===== config.mk =====
export PLATFORM = sky130hd
export DESIGN_NAME = a51_rainbow_chain
export DESIGN_NICKNAME = d
export VERILOG_FILES = /design/src/rtl/a51rc_pkg.sv /design/src/rtl/a51rc_ctrl.sv /design/src/rtl/a51rc_datapath.sv /design/src/rtl/a51_rainbow_chain.sv
export SDC_FILE = /design/constraint.sdc
export NUM_CORES = 1
export LEC_CHECK = 0
export BUFFER_PORTS_ARGS = -buffer_cell sky130_fd_sc_hd__buf_2
export CORE_MARGIN = 2
export CORE_UTILIZATION = 65
export CTS_BUF_LIST = sky130_fd_sc_hd__clkbuf_8
export DETAILED_ROUTE_END_ITERATION = 6
export GPL_ROUTABILITY_DRIVEN = 0
export PLACE_DENSITY = 0.88
export RECOVER_POWER = 25
export SKIP_CTS_REPAIR_TIMING = 1
export SYNTH_ARGS = -nofsm -noshare
export SYNTH_HDL_FRONTEND = slang
export SYNTH_SLANG_ARGS = --single-unit

===== constraint.sdc =====
create_clock -name aclk -period 15.6 [get_ports aclk]
set_clock_uncertainty 0.05 [all_clocks]
set_input_delay 0.78 -clock aclk [delete_from_list [all_inputs] [get_ports aclk]]
set_output_delay 0.78 -clock aclk [all_outputs]
set_load 0.02 [all_outputs]

===== src/rtl/a51rc_pkg.sv =====
// a51rc_pkg: shared types and constants of the a5/1 rainbow chain generator
package a51rc_pkg;

    localparam int VALUE_W = 64;
    localparam int LEN_W   = 24;
    localparam int R1_W    = 19;
    localparam int R2_W    = 22;
    localparam int R3_W    = 23;

    // slice offsets of the three registers within the chain value
    localparam int R1_LSB = 45;
    localparam int R2_LSB = 23;
    localparam int R3_LSB = 0;

    // feedback taps
    localparam logic [R1_W-1:0] R1_FB = 19'h72000;
    localparam logic [R2_W-1:0] R2_FB = 22'h300000;
    localparam logic [R3_W-1:0] R3_FB = 23'h700080;

    // clocking bits
    localparam logic [R1_W-1:0] R1_CLK = 19'h00100;
    localparam logic [R2_W-1:0] R2_CLK = 22'h000400;
    localparam logic [R3_W-1:0] R3_CLK = 23'h000400;

    localparam logic [LEN_W-1:0] LEN_RESET = 24'd2097152;

    localparam int CLOCKS_PER_LINK = 63;
    localparam int STEP_W          = 6;
    localparam logic [STEP_W-1:0] LAST_STEP = STEP_W'(CLOCKS_PER_LINK - 1);

    typedef struct packed {
        logic start;      // take the start value and chain length
        logic load_link;  // decrement the link number and load the registers
        logic clock_step; // one majority clock and one keystream bit
        logic store_out;  // move the chain value to the output register
    } cmd_t;

    typedef struct packed {
        logic n_zero;     // no links left
        logic last_step;  // current clock is the last one of the link
    } sts_t;

endpackage


===== src/rtl/a51rc_ctrl.sv =====
// a51rc_ctrl: sequencing state machine and output valid of the chain generator
module a51rc_ctrl (
    input  logic             aclk,
    input  logic             aresetn,
    input  logic             s_valid,
    output logic             s_ready,
    output logic             m_valid,
    input  logic             m_ready,
    input  a51rc_pkg::sts_t  sts,
    output a51rc_pkg::cmd_t  cmd
);

    typedef enum logic [3:0] {
        ST_IDLE   = 4'b0001,
        ST_CHECK  = 4'b0010,
        ST_RUN    = 4'b0100,
        ST_FINISH = 4'b1000
    } state_t;

    state_t state_reg;
    state_t state_next;
    logic   m_valid_reg;
    logic   m_valid_next;
    logic   out_free;

    assign s_ready  = (state_reg == ST_IDLE);
    assign m_valid  = m_valid_reg;
    assign out_free = !m_valid_reg || m_ready;

    always_comb begin
        state_next = state_reg;
        cmd        = '0;
        unique case (state_reg)
            ST_IDLE: begin
                if (s_valid) begin
                    cmd.start  = 1'b1;
                    state_next = ST_CHECK;
                end
            end
            ST_CHECK: begin
                if (sts.n_zero) begin
                    state_next = ST_FINISH;
                end else begin
                    cmd.load_link = 1'b1;
                    state_next    = ST_RUN;
                end
            end
            ST_RUN: begin
                cmd.clock_step = 1'b1;
                if (sts.last_step) begin
                    state_next = ST_CHECK;
                end
            end
            ST_FINISH: begin
                if (out_free) begin
                    cmd.store_out = 1'b1;
                    state_next    = ST_IDLE;
                end
            end
            default: begin
                state_next = ST_IDLE;
            end
        endcase
    end

    always_comb begin
        m_valid_next = m_valid_reg;
        if (m_valid_reg && m_ready) begin
            m_valid_next = 1'b0;
        end
        if (cmd.store_out) begin
            m_valid_next = 1'b1;
        end
    end

    always_ff @(posedge aclk) begin
        if (!aresetn) begin
            state_reg   <= ST_IDLE;
            m_valid_reg <= 1'b0;
        end else begin
            state_reg   <= state_next;
            m_valid_reg <= m_valid_next;
        end
    end

endmodule


===== src/rtl/a51rc_datapath.sv =====
// a51rc_datapath: chain value, link counter, a5/1 registers and output register
module a51rc_datapath (
    input  logic                             aclk,
    input  a51rc_pkg::cmd_t                  cmd,
    output a51rc_pkg::sts_t                  sts,
    input  logic [a51rc_pkg::VALUE_W-1:0]    start_value,
    input  logic [a51rc_pkg::LEN_W-1:0]      chain_length,
    output logic [a51rc_pkg::VALUE_W-1:0]    end_value
);

    logic [a51rc_pkg::VALUE_W-1:0] value_reg;
    logic [a51rc_pkg::VALUE_W-1:0] value_next;
    logic [a51rc_pkg::VALUE_W-1:0] ks_reg;
    logic [a51rc_pkg::VALUE_W-1:0] ks_next;
    logic [a51rc_pkg::VALUE_W-1:0] end_reg;
    logic [a51rc_pkg::LEN_W-1:0]   n_reg;
    logic [a51rc_pkg::LEN_W-1:0]   n_next;
    logic [a51rc_pkg::LEN_W-1:0]   link;
    logic [a51rc_pkg::STEP_W-1:0]  step_reg;
    logic [a51rc_pkg::STEP_W-1:0]  step_next;
    logic [a51rc_pkg::R1_W-1:0]    r1_reg;
    logic [a51rc_pkg::R1_W-1:0]    r1_next;
    logic [a51rc_pkg::R2_W-1:0]    r2_reg;
    logic [a51rc_pkg::R2_W-1:0]    r2_next;
    logic [a51rc_pkg::R3_W-1:0]    r3_reg;
    logic [a51rc_pkg::R3_W-1:0]    r3_next;
    logic                          c1;
    logic                          c2;
    logic                          c3;
    logic                          maj;
    logic                          ks_bit;

    assign link = n_reg - a51rc_pkg::LEN_W'(1);

    assign c1  = |(r1_reg & a51rc_pkg::R1_CLK);
    assign c2  = |(r2_reg & a51rc_pkg::R2_CLK);
    assign c3  = |(r3_reg & a51rc_pkg::R3_CLK);
    assign maj = (c1 & c2) | (c1 & c3) | (c2 & c3);

    always_comb begin
        r1_next    = r1_reg;
        r2_next    = r2_reg;
        r3_next    = r3_reg;
        n_next     = n_reg;
        step_next  = step_reg;
        value_next = value_reg;
        if (cmd.start) begin
            value_next = start_value;
            n_next     = chain_length;
        end
        if (cmd.load_link) begin
            n_next    = link;
            step_next = '0;
            r1_next   = value_reg[a51rc_pkg::R1_LSB +: a51rc_pkg::R1_W]
                        ^ link[a51rc_pkg::R1_W-1:0];
            r2_next   = value_reg[a51rc_pkg::R2_LSB +: a51rc_pkg::R2_W]
                        ^ link[a51rc_pkg::R2_W-1:0];
            r3_next   = value_reg[a51rc_pkg::R3_LSB +: a51rc_pkg::R3_W]
                        ^ link[a51rc_pkg::R3_W-1:0];
        end
        if (cmd.clock_step) begin
            step_next = step_reg + a51rc_pkg::STEP_W'(1);
            if (c1 == maj) begin
                r1_next = {r1_reg[a51rc_pkg::R1_W-2:0], ^(r1_reg & a51rc_pkg::R1_FB)};
            end
            if (c2 == maj) begin
                r2_next = {r2_reg[a51rc_pkg::R2_W-2:0], ^(r2_reg & a51rc_pkg::R2_FB)};
            end
            if (c3 == maj) begin
                r3_next = {r3_reg[a51rc_pkg::R3_W-2:0], ^(r3_reg & a51rc_pkg::R3_FB)};
            end
        end
    end

    // keystream bit from the registers as they stand after this cycle
    assign ks_bit = r1_next[a51rc_pkg::R1_W-1] ^ r2_next[a51rc_pkg::R2_W-1]
                    ^ r3_next[a51rc_pkg::R3_W-1];

    always_comb begin
        ks_next = ks_reg;
        if (cmd.load_link) begin
            ks_next = {{(a51rc_pkg::VALUE_W-1){1'b0}}, ks_bit};
        end else if (cmd.clock_step) begin
            ks_next = {ks_reg[a51rc_pkg::VALUE_W-2:0], ks_bit};
        end
    end

    always_ff @(posedge aclk) begin
        r1_reg   <= r1_next;
        r2_reg   <= r2_next;
        r3_reg   <= r3_next;
        ks_reg   <= ks_next;
        n_reg    <= n_next;
        step_reg <= step_next;
        if (cmd.clock_step && sts.last_step) begin
            value_reg <= ks_next;
        end else begin
            value_reg <= value_next;
        end
        if (cmd.store_out) begin
            end_reg <= value_reg;
        end
    end

    assign sts.n_zero    = (n_reg == '0);
    assign sts.last_step = (step_reg == a51rc_pkg::LAST_STEP);
    assign end_value     = end_reg;

endmodule


===== src/rtl/a51_rainbow_chain.sv =====
// a51_rainbow_chain: top level of the a5/1 rainbow chain generator
// One transaction carries a 64-bit start value; the block applies chain_length
// links and returns the 64-bit end value. Each link is worked in the shared
// a5/1 register set: a load step that gives the first keystream bit, then 63
// majority-clocking steps. The reset chain length is 2^21. One chain is worked
// at a time; the next start value is taken once the finished end value has
// moved to the output register, which holds it until taken. chain_length is
// written through cfg_wr_en / cfg_wr_data; the user must do so only while idle,
// the block itself does not enforce this.
module a51_rainbow_chain (
    input  logic                          aclk,
    input  logic                          aresetn,
    input  logic                          cfg_wr_en,
    input  logic [a51rc_pkg::LEN_W-1:0]   cfg_wr_data,
    input  logic                          s_valid,
    output logic                          s_ready,
    input  logic [a51rc_pkg::VALUE_W-1:0] s_start_value,
    output logic                          m_valid,
    input  logic                          m_ready,
    output logic [a51rc_pkg::VALUE_W-1:0] m_end_value
);

    a51rc_pkg::cmd_t             cmd;
    a51rc_pkg::sts_t             sts;
    logic [a51rc_pkg::LEN_W-1:0] chain_length_reg;

    always_ff @(posedge aclk) begin
        if (!aresetn) begin
            chain_length_reg <= a51rc_pkg::LEN_RESET;
        end else if (cfg_wr_en) begin
            chain_length_reg <= cfg_wr_data;
        end
    end

    a51rc_ctrl u_ctrl (
        .aclk    (aclk),
        .aresetn (aresetn),
        .s_valid (s_valid),
        .s_ready (s_ready),
        .m_valid (m_valid),
        .m_ready (m_ready),
        .sts     (sts),
        .cmd     (cmd)
    );

    a51rc_datapath u_datapath (
        .aclk         (aclk),
        .cmd          (cmd),
        .sts          (sts),
        .start_value  (s_start_value),
        .chain_length (chain_length_reg),
        .end_value    (m_end_value)
    );

    // one chain at a time
    assert property (@(posedge aclk) disable iff (!aresetn)
        (s_valid && s_ready) |=> !s_ready)
        else $error("input taken while a chain is in progress");

    // output register never overwritten while its transaction is pending
    assert property (@(posedge aclk) disable iff (!aresetn)
        !(cmd.store_out && m_valid && !m_ready))
        else $error("pending result overwritten");

    // a link is only started when links remain
    assert property (@(posedge aclk) disable iff (!aresetn)
        cmd.load_link |-> !sts.n_zero)
        else $error("link started with none left");

endmodule


==> flow_summary.yaml, run 1 <==
final_layout:
  drive_gt1_share_pct: 20.86
  finalNonFillerCells: 1641
  multi_input_area_mm2: 0.004785
  diodes: 0
  final.fill_count: 1208
  register_area_mm2: 0.007888
  nets: 1431
  fin_util_pct: 76.28
  area_growth_syn_to_layout_pct: 14.86
worst_hold_path:
  min_path_cells: 3
  worstHoldEndpoint: "chain_length_reg[21]"
  hold_path.startpoint: "cfg_wr_data[21]"
  hold_path.class: "in2reg"
floorplan:
  die_w_um: 145.3
  initial_core_util_pct: 66.42
  core-area_mm2: 0.01953
  row_count: 51
  dieArea_mm2: 0.02110
  chipHeight_um: 145.3
  num_io_pins: 159
clock_tree:
  h-tree-depth: 2
  clock_sinks: 315
  cts_tree: "yes"
  cts_buffers: 49
  path_clk_slew_ns: 0.07
  clock-root-buffer: "clkbuf_8"
  clockBufferDepth: 3
  clk_latency_ns: 0.58
timing:
  finalCriticalPeriod_ns: 4.952
  grt_setup_unrepaired: "false"
  maxSlewViolCount: 176
  fin_crit_sh_pct: 31.75
  max-slew-margin-rel_pct: -131.9
  worst_slew_pin_slew_ns: 3.478
  setup_tns_ns: 0
  clock.fmax_mhz: 201.9
  hold_viol_final: 0
  setup_viol: 0
run_status:
  violations: "design-rule violations, max-capacitance violations, max-slew violations"
  status: "finished, violations left"
setup_path:
  worst_r2r_path_depth: 7
  ff2ff_setup_slack_ns: 10.65
  cpMaxStageDelayCell: "clkbuf_1"
  worstPathCellList: "or4b_2, clkbuf_1, a21oi_1, o21ai_2, o221ai_1, xnor3_1, a21oi_1"
  r2r_start: "u_ctrl.state_reg[3]"
  required_ns: 15.83
  crit_family: "buffers and inverters"
  start_kind: "register"
  worst-path-max-fanout: 76
  max_stage_delay_ns: 2.37
  cp-end-kind: "register"
  timing.rr.end: "u_datapath.value_reg[0]"
  cp.arrival_ns: 5.18
  critical_path_class: "reg2reg"
  critPathMostFrequentCell: "a21oi_1"
  cp_num_buf_inv: 1
placement:
  portBuffers: 158
  dp_cells: 1549
  hpwlAfterDp_um: 18870
synthesis:
  synth_cell_types: 51
  ys_warn_count: 0
  syn_inst: 1187
  ys.flop_type: "edfxtp_1"
  yosysSeqAreaShare_pct: 60.82
  synth_seq_cells: 315
  async_reset_ff_share_pct: 0
  synth_area_mm2: 0.01297
  syn_nets: 1283
  syn_area_per_cell_um2: 10.93
  synth_edf_count: 158
route:
  wire_per_inst_um: 18.24
  routed-via-count: 9411
  dr.first_iter.drc_count: 849
  drt-total-wl_um: 29930
  first_pass_iters: 7
  route.detailed.drc: 1
  vias_per_cell: 5.735
  ant_nets: 0
power_and_ir_drop:
  total_power_mw: 2.056
  vdd_drop_max_mv: 0.1200
  powerDensity_mw_per_mm2: 138.0
  p_leak_nw: 5.624
grt:
  grt-ovfl-total: 0
  gr-usage-all-layers_pct: 28.19
  antenna_found_initial: 0
  grt_pass1_wl_um: 46870
  grt_start_max_net_pins: 99
  grt_pass1_vias: 9025
run:
  max_cap_violations: 3
-- cells in the final DEF (no fill, tap or decap), types with 2 or more instances in the layout --
cell       count
nor4_1         2
nand3_1        8
o22ai_1        3
buf_4          8
clkbuf_1      30
nor3_1         8
nand4b_1       2
dfxtp_1      157
xnor3_1        2
o221ai_1       2
buf_2        130
mux2_2        65
nor2b_1       26
nand2_1      233
clkbuf_8      59
nand2b_1       3
nor4b_1        3
clkinv_2       6
xor2_1        36
o21ai_0       25
edfxtp_1     158
clkinv_1      11
xnor2_1       61
or4_1          2
nor2_1       104
a21oi_1      119
mux2i_1       24
and3_1         3
ha_1           3
bufinv_16      3
a31oi_1       33
a22oi_1        3
inv_1         19
-- synth_stat cells, drive strengths merged, types with 3 or more instances --
cell type,instances,area share [%]
o22ai,3,0.14
xor2,36,2.4
inv,8,0.23
nand2,233,6.7
nor4,4,0.36
mux2,65,5.6
and3,3,0.14
nor4b,4,0.27
nand2b,3,0.14
a31oi,33,1.6
nor2b,26,1.3
clkbuf,58,1.7
mux2i,24,1.9
o221ai,3,0.25
dfxtp,157,24
o21ai,26,1.0
edfxtp,158,37
nor3,10,0.51
nand3,8,0.31
a22oi,3,0.17
a21oi,119,4.6
xnor2,61,4.1
ha,3,0.29
buf,13,0.52
nor2,105,3.0
-- tightest hold or removal path, cell delays in order --
cell,delay (ns)
buf_2,0.08
mux2i_1,0.06
nand2_1,0.07
-- how the worst max path moves through the flow --
| stage | from | to | slack (ns) | cells after the start |
|---|---|---|---|---|
| after detailed placement | u_datapath.n_reg[12] | u_datapath.n_reg[9] | 12.03 | 5 |
| final | u_ctrl.state_reg[3] | u_datapath.value_reg[0] | 10.65 | 7 |
| after CTS | u_datapath.n_reg[12] | u_datapath.n_reg[17] | 11.97 | 5 |
| after floorplan | u_ctrl.state_reg[3] | u_ctrl.state_reg[1] | 9.25 | 4 |
| after global placement | u_datapath.n_reg[12] | u_datapath.n_reg[12] | 12.15 | 5 |
| after global routing | u_ctrl.state_reg[0] | u_datapath.value_reg[0] | 10.21 | 8 |
-- report_power, final --
group          total (mW)  internal [mW]  switching [mW]
clock               0.713          0.395           0.319
combinational       0.264          0.124           0.140
sequential           1.08          0.990          0.0880
total                2.06           1.51           0.547
-- layout make-up --
type / count / share of cell area [%]
Multi-Input combinational cell: 793 / 32.12
Clock inverter: 33 / 1.520
Clock buffer: 59 / 5.452
Inverter: 8 / 0.2016
Timing Repair Buffer: 168 / 5.527
Sequential cell: 315 / 52.95
Tap cell: 265 / 2.226
-- layer usage --
metal | share of wire (%) | vias up | GRT usage (%) | wire (µm)
li1 | - | 4398 | - | -
met1 | 41 | 4476 | 37.02 | 12180
met2 | 47 | 450 | 45.59 | 14110
met3 | 8.0 | 87 | 5.692 | 2398
met4 | 4.1 | 0 | 12.65 | 1240
met5 | 0 | - | 0 | 0
-- kinds of logic after synthesis --
| family | Yosys count | synth area share [%] |
|---|---|---|
| adders and majority gates | 3 | 0.2895 |
| AOI/OAI and AO/OA | 195 | 8.384 |
| DFF | 315 | 60.82 |
| xor gates and xnor gates | 100 | 7.081 |
| and+or+nand+nor | 406 | 13.50 |
| buffers and inverters | 79 | 2.431 |
| muxes | 89 | 7.496 |
-- metrics by stage --
stage	hold WS (ns)	cell area, µm²	worst slack, ns
finish	0.4016	14900	10.65
floorplan	0.3855	12970	9.246
global placement	0.3922	13920	12.15
CTS	0.3852	14960	11.97
global route	0.4164	14900	10.21
detailed placement	0.4067	13920	12.03
No activity file was read; power rests on OpenSTA's default activity.
==> inputs of run 2 (changes only) <==
--- a/config.mk
+++ b/config.mk
@@ -7,11 +7,11 @@
 export LEC_CHECK = 0
 export BUFFER_PORTS_ARGS = -buffer_cell sky130_fd_sc_hd__buf_2
 export CORE_MARGIN = 2
-export CORE_UTILIZATION = 65
+export CORE_UTILIZATION = 54
 export CTS_BUF_LIST = sky130_fd_sc_hd__clkbuf_8
 export DETAILED_ROUTE_END_ITERATION = 6
 export GPL_ROUTABILITY_DRIVEN = 0
-export PLACE_DENSITY = 0.88
+export PLACE_DENSITY = 0.78
 export RECOVER_POWER = 25
 export SKIP_CTS_REPAIR_TIMING = 1
 export SYNTH_ARGS = -nofsm -noshare
==> constraint.sdc (replaced) <==
create_clock -name aclk -period 4.25 [get_ports aclk]
set_clock_uncertainty 0.05 [all_clocks]
set_input_delay 0.2125 -clock aclk [delete_from_list [all_inputs] [get_ports aclk]]
set_output_delay 0.2125 -clock aclk [all_outputs]
set_load 0.02 [all_outputs]
==> run 2 against run 1 <==
  * The run ends with max-capacitance violations, max-slew violations left
  * Hold slack got worse by 0.38 ns
  * Die area grew 20%
  * Worst setup slack worse by 9.6 ns
  * Total power grew to 3.6 times the previous value
  * Utilization fell by 9.0 points
  * Register-to-register slack worse by 9.6 ns
  * Clock power increased to 3.4 times the previous value
  * Wire length rose by 7.0%
  * Critical endpoint unchanged
==> flow_summary.yaml, run 2 (synthesis results as in run 1) <==
run_status:
  status: "finished, violations left"
  violations: "max-capacitance violations, max-slew violations"
final_layout:
  layout_common_cells: "nand2_1, edfxtp_1, dfxtp_1"
  diodes: 0
  fin_util_pct: 67.27
  final_common_cell: "nand2_1"
  final_area_mm2: 0.01584
  register_area_mm2: 0.007888
  drive_gt1_share_pct: 18.67
  nets: 1529
  multi_input_area_mm2: 0.004803
  area_growth_syn_to_layout_pct: 22.12
  final.fill_count: 1753
grt:
  antenna_found_initial: 0
  grt-ovfl-total: 0
  gr-usage-all-layers_pct: 23.14
  grt_start_max_net_pins: 75
  grt_pass1_vias: 8495
  grt_pass1_wl_um: 46000
timing:
  clock.fmax_mhz: 315.1
  hold_slack_ns: 0.02186
  worst_slew_pin_slew_ns: 1.732
  maxSlewViolCount: 25
  finalCriticalPeriod_ns: 3.174
  grt_setup_unrepaired: "false"
  setup_viol: 0
  setup_tns_ns: 0
  max-slew-margin-rel_pct: -15.45
  hold_viol_final: 0
  fin_crit_sh_pct: 74.68
route:
  drt-total-wl_um: 32040
  wire_per_inst_um: 17.88
  route.detailed.drc: 0
  ant_nets: 0
  dr.first_iter.drc_count: 909
  first_pass_iters: 5
  vias_per_cell: 5.345
  routed-via-count: 9579
clock_tree:
  clock-root-buffer: "clkbuf_8"
  path_clk_slew_ns: 0.07
  clock_sinks: 315
  clk_latency_ns: 0.59
  cts_buffers: 49
  h-tree-depth: 2
  cts_tree: "yes"
  clockBufferDepth: 3
power_and_ir_drop:
  vdd_drop_max_mv: 0.2905
  total_power_mw: 7.391
  powerDensity_mw_per_mm2: 466.7
  p_leak_nw: 6.011
placement:
  dpl-instance-area_mm2: 0.01407
  hpwlAfterDp_um: 20010
  portBuffers: 158
setup_path:
  cp.arrival_ns: 3.45
  cp-end-kind: "register"
  worst-path-max-fanout: 37
  start_kind: "register"
  r2r_start: "u_ctrl.state_reg[3]"
  required_ns: 4.52
  startpoint: "u_ctrl.state_reg[3]"
  critical_path_class: "reg2reg"
floorplan:
  initial_core_util_pct: 55.09
  die_w_um: 159.0
  row_count: 56
  dieArea_mm2: 0.02527
  num_io_pins: 159
  chipHeight_um: 159.0
  core-area_mm2: 0.02354
worst_hold_path:
  hold_path.startpoint: "aresetn"
  hold_path.class: "in2reg"
run:
  max_cap_violations: 1
[run 2: worst paths after layout]
| check | to | slack, ns | cells after the start |
|---|---|---|---|
| worst max-delay path | u_datapath.value_reg[0] | 1.08 | 8 |
| worst max register to register | u_datapath.value_reg[0] | 1.08 | 8 |
| worst min register to register | u_datapath.ks_reg[2] | 0.40 | 2 |
| worst min-delay path | chain_length_reg[21] | 0.02 | 2 |
[run 2: area by class of cell]
type                    instances  area share [%]
repair buffers                266           11.21
flip-flops and latches        315           49.80
clock buffers                  55           4.780
clock inverters                36           1.169
inverters                       8          0.1896
well taps                     319           2.520
multi-input cells             793           30.33
[run 2: per-stage QoR]
| stage | std cells | setup WS (ns) |
|---|---|---|
| 2_1_floorplan | 1187 | 0.9152 |
| 4_1_cts | 1704 | 1.109 |
| 6_report | 1792 | 1.076 |
| 3_5_place_dp | 1613 | 1.107 |
| 3_3_place_gp | 1613 | 1.172 |
| 5_1_grt | 1792 | 0.8975 |
[run 2: per-layer routing]
layer | GRT usage (%) | wire length, µm
met1 | 32.94 | 13700
met2 | 35.99 | 15080
met3 | 3.803 | 2248
met4 | 8.719 | 1013
met5 | 0 | 0
[run 2: power by group]
part / internal [mW] / leakage, nW / switching [mW]
Sequential: 3.63 / 2.76 / 0.308
Clock: 1.25 / 0.582 / 1.17
Combinational: 0.514 / 2.66 / 0.517
Total: 5.40 / 6.01 / 1.99
[run 2: critical path, stage by stage (launching register included)]
cell and delay (ns):
dfxtp_1 0.36, or4b_2 0.68, buf_4 0.28, a21oi_1 0.21, o21ai_2 0.37, nand3_1 0.22, o221ai_1 0.18, xnor3_1 0.50
a21oi_1 0.08
==> inputs of run 3 (changes only) <==
--- a/config.mk
+++ b/config.mk
@@ -5,13 +5,14 @@
 export SDC_FILE = /design/constraint.sdc
 export NUM_CORES = 1
 export LEC_CHECK = 0
+export ABC_AREA = 1
 export BUFFER_PORTS_ARGS = -buffer_cell sky130_fd_sc_hd__buf_2
 export CORE_MARGIN = 2
-export CORE_UTILIZATION = 54
+export CORE_UTILIZATION = 60
 export CTS_BUF_LIST = sky130_fd_sc_hd__clkbuf_8
 export DETAILED_ROUTE_END_ITERATION = 6
 export GPL_ROUTABILITY_DRIVEN = 0
-export PLACE_DENSITY = 0.78
+export PLACE_DENSITY = 0.82
 export RECOVER_POWER = 25
 export SKIP_CTS_REPAIR_TIMING = 1
 export SYNTH_ARGS = -nofsm -noshare
==> constraint.sdc (replaced) <==
create_clock -name aclk -period 3.27 [get_ports aclk]
set_clock_uncertainty 0.05 [all_clocks]
set_input_delay 0.1635 -clock aclk [delete_from_list [all_inputs] [get_ports aclk]]
set_output_delay 0.1635 -clock aclk [all_outputs]
set_load 0.02 [all_outputs]
==> run 3 against run 2 <==
  * The flow finishes with violations (design-rule violations, negative hold slack)
  * Fmax rose by 8.6%
  * Synthesized cell count is 23% higher
  * Cell count up 13%
  * Sequential power increased by 30%
  * Total power rose by 33%
  * Critical path type unchanged
  * Largest cell class unchanged
==> flow_summary.yaml, run 3 <==
synthesis:
  async_reset_ff_share_pct: 0
  synth_area_leaders: "edfxtp_1, dfxtp_1, nand2_1"
  syn_inst: 1458
  synth_area_mm2: 0.01325
  synthAdderAreaFrac_pct: 0.2832
  synth_top_family_by_area: "simple AND/OR/NAND/NOR gates"
  synth_xor_area_share_pct: 5.324
  yosys-top-cells-count: "nand2_1, edfxtp_1, dfxtp_1"
  synth.most_common_cell: "nand2_1"
  syn_area_per_cell_um2: 9.091
  ys_warn_count: 0
  synth-compound-area-share_pct: 9.808
  synth.area.mux_share_pct: 0
  netlist.area_leader.share_pct: 35.80
  synth_seq_cells: 315
  yosysSeqAreaShare_pct: 59.51
  synth_edf_count: 158
  ys.flop_type: "edfxtp_1"
  syn_nets: 1554
  synth_largest_area_cell: "edfxtp_1"
  yosys.area_share.simple_pct: 20.84
  synth_cell_types: 43
placement:
  post-place-ws_ns: 0.4878
  portBuffers: 158
  dp_cells: 1843
  hpwlAfterDp_um: 21810
route:
  dr.first_iter.drc_count: 1167
  routed-via-count: 11050
  route.detailed.drc: 12
  vias_per_cell: 5.434
  ant_nets: 0
  drt-total-wl_um: 34640
  wire_per_inst_um: 17.04
  first_pass_iters: 7
timing:
  clock.fmax_mhz: 342.2
  worst_slew_pin_slew_ns: 1.012
  timing.final.ws_setup_ns: 0.3477
  setup_tns_ns: 0
  finalCriticalPeriod_ns: 2.922
  setup_viol: 0
  hold_slack_ns: -0.02805
  maxSlewViolCount: 0
  fin_crit_sh_pct: 89.37
  hold_viol_final: 15
  max-slew-margin-rel_pct: 32.29
  grt_setup_unrepaired: "false"
floorplan:
  initial_core_util_pct: 60.92
  die_w_um: 152.6
  row_count: 54
  core-area_mm2: 0.02176
  dieArea_mm2: 0.02329
  chipHeight_um: 152.6
  num_io_pins: 159
setup_path:
  cp-end-kind: "register"
  start_kind: "register"
  required_ns: 3.55
  worst-path-max-fanout: 34
  worstPathCellList: "inv_2, ha_1, nand2_2, nor2_1, nand3_2, nand2_4, inv_4, nor2_1, nor2_1, nand2_1, nand2_1, nand2_1, nand3_1, nand3_1, nand2_2, nand2_1, nand2_1"
  critical_path_class: "reg2reg"
  critPathMostFrequentCell: "nand2_1"
  cpMaxStageDelayCell: "edfxtp_1"
  worst_r2r_path_depth: 17
  cp.arrival_ns: 3.20
  max_stage_delay_ns: 0.51
final_layout:
  layout_common_cells: "nand2_1, edfxtp_1, dfxtp_1"
  nets: 1808
  fin_util_pct: 74.36
  final.fill_count: 1548
  diodes: 0
  area_growth_syn_to_layout_pct: 22.05
  finalNonFillerCells: 2033
  final_common_cell: "nand2_1"
  drive_gt1_share_pct: 13.86
grt:
  grt_pass1_wl_um: 51700
  antenna_found_initial: 0
  gr-usage-all-layers_pct: 27.67
  grt-ovfl-total: 0
  grt_pass1_vias: 10160
  grt_start_max_net_pins: 89
clock_tree:
  path_clk_slew_ns: 0.07
  h-tree-depth: 2
  cts_tree: "yes"
  clockBufferDepth: 3
  clock_sinks: 315
  cts_buffers: 49
  clock-root-buffer: "clkbuf_8"
  clk_latency_ns: 0.58
run:
  max_cap_violations: 0
power_and_ir_drop:
  vdd_drop_max_mv: 0.3605
  seq_power_share_pct: 52.0
  powerDensity_mw_per_mm2: 609.5
  clockPowerShare_pct: 33.0
  intPower_mw: 7.150
  comb_power_share_pct: 15.0
  swShare_pct: 27.48
  p_switching_mw: 2.709
  p_leak_nw: 6.593
worst_hold_path:
  hold_path.class: "in2reg"
  min_path_cells: 3
run_status:
  status: "finished, violations left"
  violations: "design-rule violations, negative hold slack"
## run 3: cell types whose count changed after synthesis, sizes merged, moves of 26 or more
| cell | before | now |
|---|---|---|
| nand2 | 233 | 488 |
| mux2 | 65 | 0 |
| a31oi | 33 | 4 |
| a21oi | 119 | 150 |
| o21ai | 26 | 72 |
| inv | 8 | 60 |
| nor2 | 105 | 153 |
| nor2b | 26 | 0 |
## run 3: power by group through the flow
stage | Clock [mW] | Sequential (mW) | Combinational (mW)
6_report | 3.26 | 5.13 | 1.48
5_1_grt | 3.46 | 5.17 | 1.63
4_1_cts | 3.28 | 5.11 | 1.36
3_5_place_dp | 0 | 5.18 | 1.35
3_3_place_gp | 0 | 5.16 | 1.29
2_1_floorplan | 0 | 5.06 | 1.01
## run 3: cell families (layout without fill, tap and decap cells)
group,Yosys count,count (layout)
compound gates,240,240
buf+inv,133,428
flops,315,315
fa+ha+maj,3,3
simple gates,689,689
xor+xnor,78,78
## run 3: final timing paths
path                                             from                 endpoint  slack (ns)
worst min-delay path                          aresetn     chain_length_reg[19]       -0.03
worst max register to register    u_datapath.n_reg[0]  u_datapath.value_reg[0]        0.35
worst min register to register  u_datapath.r1_reg[15]    u_datapath.r1_reg[16]        0.40
worst max-delay path              u_datapath.n_reg[0]  u_datapath.value_reg[0]        0.35
## run 3: critical path, delay by kind of cell, from the launching register on
family	cells	cell delay, ns
DFF	1	0.51
buffers and inverters	2	0.34
adders and majority gates	1	0.20
and+or+nand+nor	14	1.57
## run 3: stage by stage
stage,cell area (µm²),power [mW]
finish,16180,9.859
detailed placement,14280,6.528
global placement,14280,6.446
floorplan,13270,6.078
global route,16180,10.26
CTS,15260,9.739
## run 3: area by class of cell
class                   count  area, µm²  area share, %
multi-input cells        1010       4836          29.89
clock inverters            33      170.2          1.052
inverters                  60      227.7          1.408
clock buffers              59      812.0          5.020
repair buffers            276       1893          11.70
flip-flops and latches    315       7888          48.76
well taps                 280      350.3          2.166
## run 3: routing by layer
metal | routed length (µm) | part of all wire (%) | track usage, % | vias to the layer above
met2 | 16570 | 48 | 44.48 | 571
li1 | - | - | - | 5283
met5 | 0 | 0 | 0 | -
met4 | 970 | 2.8 | 10.85 | 0
met3 | 3163 | 9.1 | 4.949 | 70
met1 | 13930 | 40 | 37.71 | 5123
